--- config.mk ---
export PLATFORM = sky130hd
export DESIGN_NAME = ggem_ram
export DESIGN_NICKNAME = d
export VERILOG_FILES = /design/src/hdl/ggem_ram.sv
export SDC_FILE = /design/constraint.sdc
export NUM_CORES = 2
export LEC_CHECK = 0
export BUFFER_PORTS_ARGS = -buffer_cell sky130_fd_sc_hd__buf_4
export CAP_MARGIN = 20
export CORE_MARGIN = 4
export CORE_UTILIZATION = 50
export CTS_BUF_LIST = sky130_fd_sc_hd__clkbuf_8
export DETAILED_ROUTE_END_ITERATION = 10
export GPL_ROUTABILITY_DRIVEN = 0
export PLACE_DENSITY = 0.64
export SETUP_SLACK_MARGIN = 0.05
export SLEW_MARGIN = 20
export SYNTH_ARGS = -nofsm -noshare
export SYNTH_HDL_FRONTEND = slang
export SYNTH_SLANG_ARGS = --single-unit
--- constraint.sdc ---
create_clock -name i_clk -period 3.5 [get_ports i_clk]
set_input_delay 0.7 -clock i_clk [delete_from_list [all_inputs] [get_ports i_clk]]
set_output_delay 0.7 -clock i_clk [all_outputs]
set_load 0.03 [all_outputs]
--- src/hdl/ggem_ram.sv ---
module ggem_ram #(
    parameter int WIDTH = 8,
    parameter int DEPTH = 256
) (
    input  logic                     i_clk,
    input  logic                     i_we,
    input  logic [$clog2(DEPTH)-1:0] i_waddr,
    input  logic [WIDTH-1:0]         i_wdata,
    input  logic [$clog2(DEPTH)-1:0] i_raddr,
    output logic [WIDTH-1:0]         o_rdata
);

    logic [WIDTH-1:0] r_mem [DEPTH];
    logic [WIDTH-1:0] r_rdata;

    always_ff @(posedge i_clk) begin
        if (i_we) begin
            r_mem[i_waddr] <= i_wdata;
        end
        r_rdata <= r_mem[i_raddr];
    end

    assign o_rdata = r_rdata;

endmodule

==> results by group <==
Yosys
  – Leading post-synthesis cells by cell area: edfxtp_1 77%, mux4_2 13%, mux2i_1 1.7%
  – Synthesized area per cell: 21.3 sq um
  – EDFF count, synth: 2,048
  – Synth top area share: 77.3%
  – Syn nets: ~3,800
  – Seq/Total Area, Yosys: 77.5%
  – Post-synthesis register bit count: 2,056
  – Synth Flop Type: edfxtp_1
  – Area leader, netlist: edfxtp_1
  – Yosys cell types: 55
  – Post-synth ARST share: 0%
  – Mapped Area: 79,600 sq um
  – Syn Inst Count: approximately 3,700
  – Yosys warns: 0

Power and ir drop
  – Sw Pwr: 10.8 mW
  – Internal: around 38 mW
  – Clock power frac: 38.5%
  – Leak: 29.7 nW
  – Sw Ratio: 22.2%
  – Combinational share of power: 5.4%
  – Reg power frac: 56.1%
  – Power Density: 531 nW/um^2
  – Pwr Total: 48.5 mW
  – VDD IR-drop max: around 0.38 mV

Finish
  – Register area: 61,700 sq um
  – Area of the multi-input gates: 16,500 sq um
  – Nets: 4,409
  – Share of post-route cells with drive strength above 1: a little under a third
  – Area Growth Syn to Fin: 14.8%
  – Fillers: 11,600

CTS
  – Cts repair resizes: 0
  – Clock Sink Count: 2,056
  – Post-CTS Setup Inserts: 0
  – Worst-path clk slew: 60 ps
  – Num CTS Buffers: 340
  – Worst-Skew Late Latency: 1000 ps
  – Clk buf depth: 4
  – CTS tree: done
  – Hold_buf cts: 0
  – H-tree depth: 5
  – CTS Root Cell: clkbuf_8

Critical path
  – Critical path data arrival time: 3710 ps
  – CP most frequent cell: buf_4
  – Slowest cell on crit path: nor2b_1
  – Setup crit end kind: flip-flop
  – CP max FO: 16
  – Crit start category: input port
  – Worst setup path class: in2reg
  – Critical path cell sequence: buf_4 > buf_4 > nor2b_1 > nand2_1 > nor2_1 > a2111oi_0 > buf_4 > nor3_1 > nor4_2
  – Req. time, crit path: 4360 ps
  – Slowest stage delay, CP: 680 ps

Routing
  – DR vias: slightly above 40,000
  – Uppermost layer routed: met5
  – WL met2: 91,800 um
  – DRT Wirelength: between 150,000 and 200,000 um
  – DR pass1 iterations: 6
  – Antenna-violating nets left: 0
  – DR iter-0 viols: 4,634
  – Met1 WL: a little under 80,000 um
  – Via/cell ratio: 6.08
  – Wire per inst: 29.4 um
  – Drt drc: 0
  – WL met3: 20,900 um

STA
  – Hold_ws: around 160 ps
  – Fin. Hold Viols: 0
  – RSZ-0062 raised after global routing: no
  – Setup TNS: 0 ps
  – Slew headroom: 34.5%
  – Clock skew: around 60 ps
  – Setup violators final: 0
  – Tcrit/Tclk final: 81.3%
  – Slew Limit Fails: 0
  – Fmax: 0.351 GHz
  – Measured slew at the worst slew-check pin: slightly below 1000 ps
  – Fin crit period: 2850 ps

GRT
  – Largest net degree at the start of global routing: 122
  – First-pass GRT wire length: 286,000 um
  – Vias in the first global route: 41,500
  – Gr usage total: 24.1%
  – Initial antenna violation count: 9
  – Total global routing overflow: 0

Die
  – Core area: 158,000 sq um
  – Ports: 34
  – Die area: about 170,000 sq um
  – Die height: 407 um
  – Starting Density: 50.3%
  – Number of cell rows: roughly 150
  – Chip width: roughly 410 um

Run
  – Max-cap violations: 0

Run status
  – Outcome: finished, final reports clean

Placement
  – Port Buffers: 33
  – Hpwl dp: 125,000 um

Min path
  – Worst Hold Class: in2reg
==> cells in the mapped netlist, types with 21 or more instances <==
library cell and number:
clkbuf_1 111, a22oi_1 133, mux2i_1 134, nor2_1 282, o22ai_1 28, nand2_1 33
a21oi_1 96, buf_2 31, nand3_1 34, buf_1 22, mux4_2 454, nor4_1 24
o221ai_1 46, nor2b_1 31, buf_6 21, nor3_1 22, edfxtp_1 2048, buf_4 27
==> power groups by stage <==
| stage | logic, mW | clock network [mW] | registers (mW) |
|---|---|---|---|
| finish | 2.63 | 18.7 | 27.2 |
| global route | 2.78 | 20.3 | 27.2 |
| CTS | 2.65 | 19.1 | 27.2 |
| detailed placement | 2.65 | 0 | 27.7 |
| global placement | 2.61 | 0 | 27.7 |
| floorplan | 1.32 | 0 | 27.7 |
==> cells by family (layout without fill, tap and decap cells) <==
kind of cell	after synthesis	after routing	synth area share, %
flip-flops	2056	2056	77.5
multiplexers	591	591	14.6
AND/OR/NAND/NOR	466	466	2.63
AO/OA/AOI/OAI	385	385	3.42
buffers and inverters	235	1117	1.83
other	0	4	0
==> final timing paths <==
check,slack (ps),startpoint,depth (start not counted),to
setup reg to reg,780,r_mem[83][2],6,o_rdata[2]
hold reg to reg,1010,r_mem[32][5],6,o_rdata[5]
hold / removal,160,i_wdata[1],1,r_mem[247][1]
setup / recovery,650,i_raddr[3],9,o_rdata[2]
==> placed cells by master (no fill, tap or decap), drive strengths merged, types with 16 or more instances in the layout <==
cell type,netlist,layout
a211oi,16,16
a21oi,96,96
a22oi,133,133
buf,122,540
clkbuf,111,346
clkinv,1,102
edfxtp,2048,2048
inv,1,116
mux2i,134,134
mux4,456,456
nand2,33,33
nand3,34,34
nor2,282,282
nor2b,31,31
nor3,22,22
nor4,27,27
o221ai,47,47
o22ai,28,28
==> sequential cells by signal, indices dropped and copies added, names as in the netlist <==
signal and count:
o_rdata 8, r_mem 2048
==> per-stage QoR <==
step | cells | setup slack [ps] | utilization [%] | cell area, sq um
2_1_floorplan | 3733 | 862 | - | 79600
3_3_place_gp | 6113 | -381 | 54.0 | 85500
3_5_place_dp | 6113 | -381 | 54.0 | 85500
4_1_cts | 6687 | 702 | 57.7 | 91300
5_1_grt | 6688 | 729 | 57.7 | 91300
6_report | 6691 | 653 | 57.7 | 91300
==> worst max-delay path: cells and delay by family <==
kind / cells / cell delay, ps
buffers and inverters: 3 / 670
AO/OA/AOI/OAI: 1 / 130
AND/OR/NAND/NOR: 5 / 2180
==> layer usage <==
layer,vias up,track usage (%)
met5,-,0
met1,21200,33.9
met2,2080,36.6
met3,399,6.94
li1,17000,-
met4,8,8.60
==> layout make-up <==
type                       instances  share of cell area (%)
antenna                            4                  0.0110
multi-input combinational       1442                    18.1
sequential                      2056                    67.5
timing repair buffer             541                    5.14
inverter                           2                 0.00822
clock inverter                   229                    1.23
clock buffer                     345                    5.20
tap                             2072                    2.84
No activity file was read; power rests on OpenSTA's default activity.
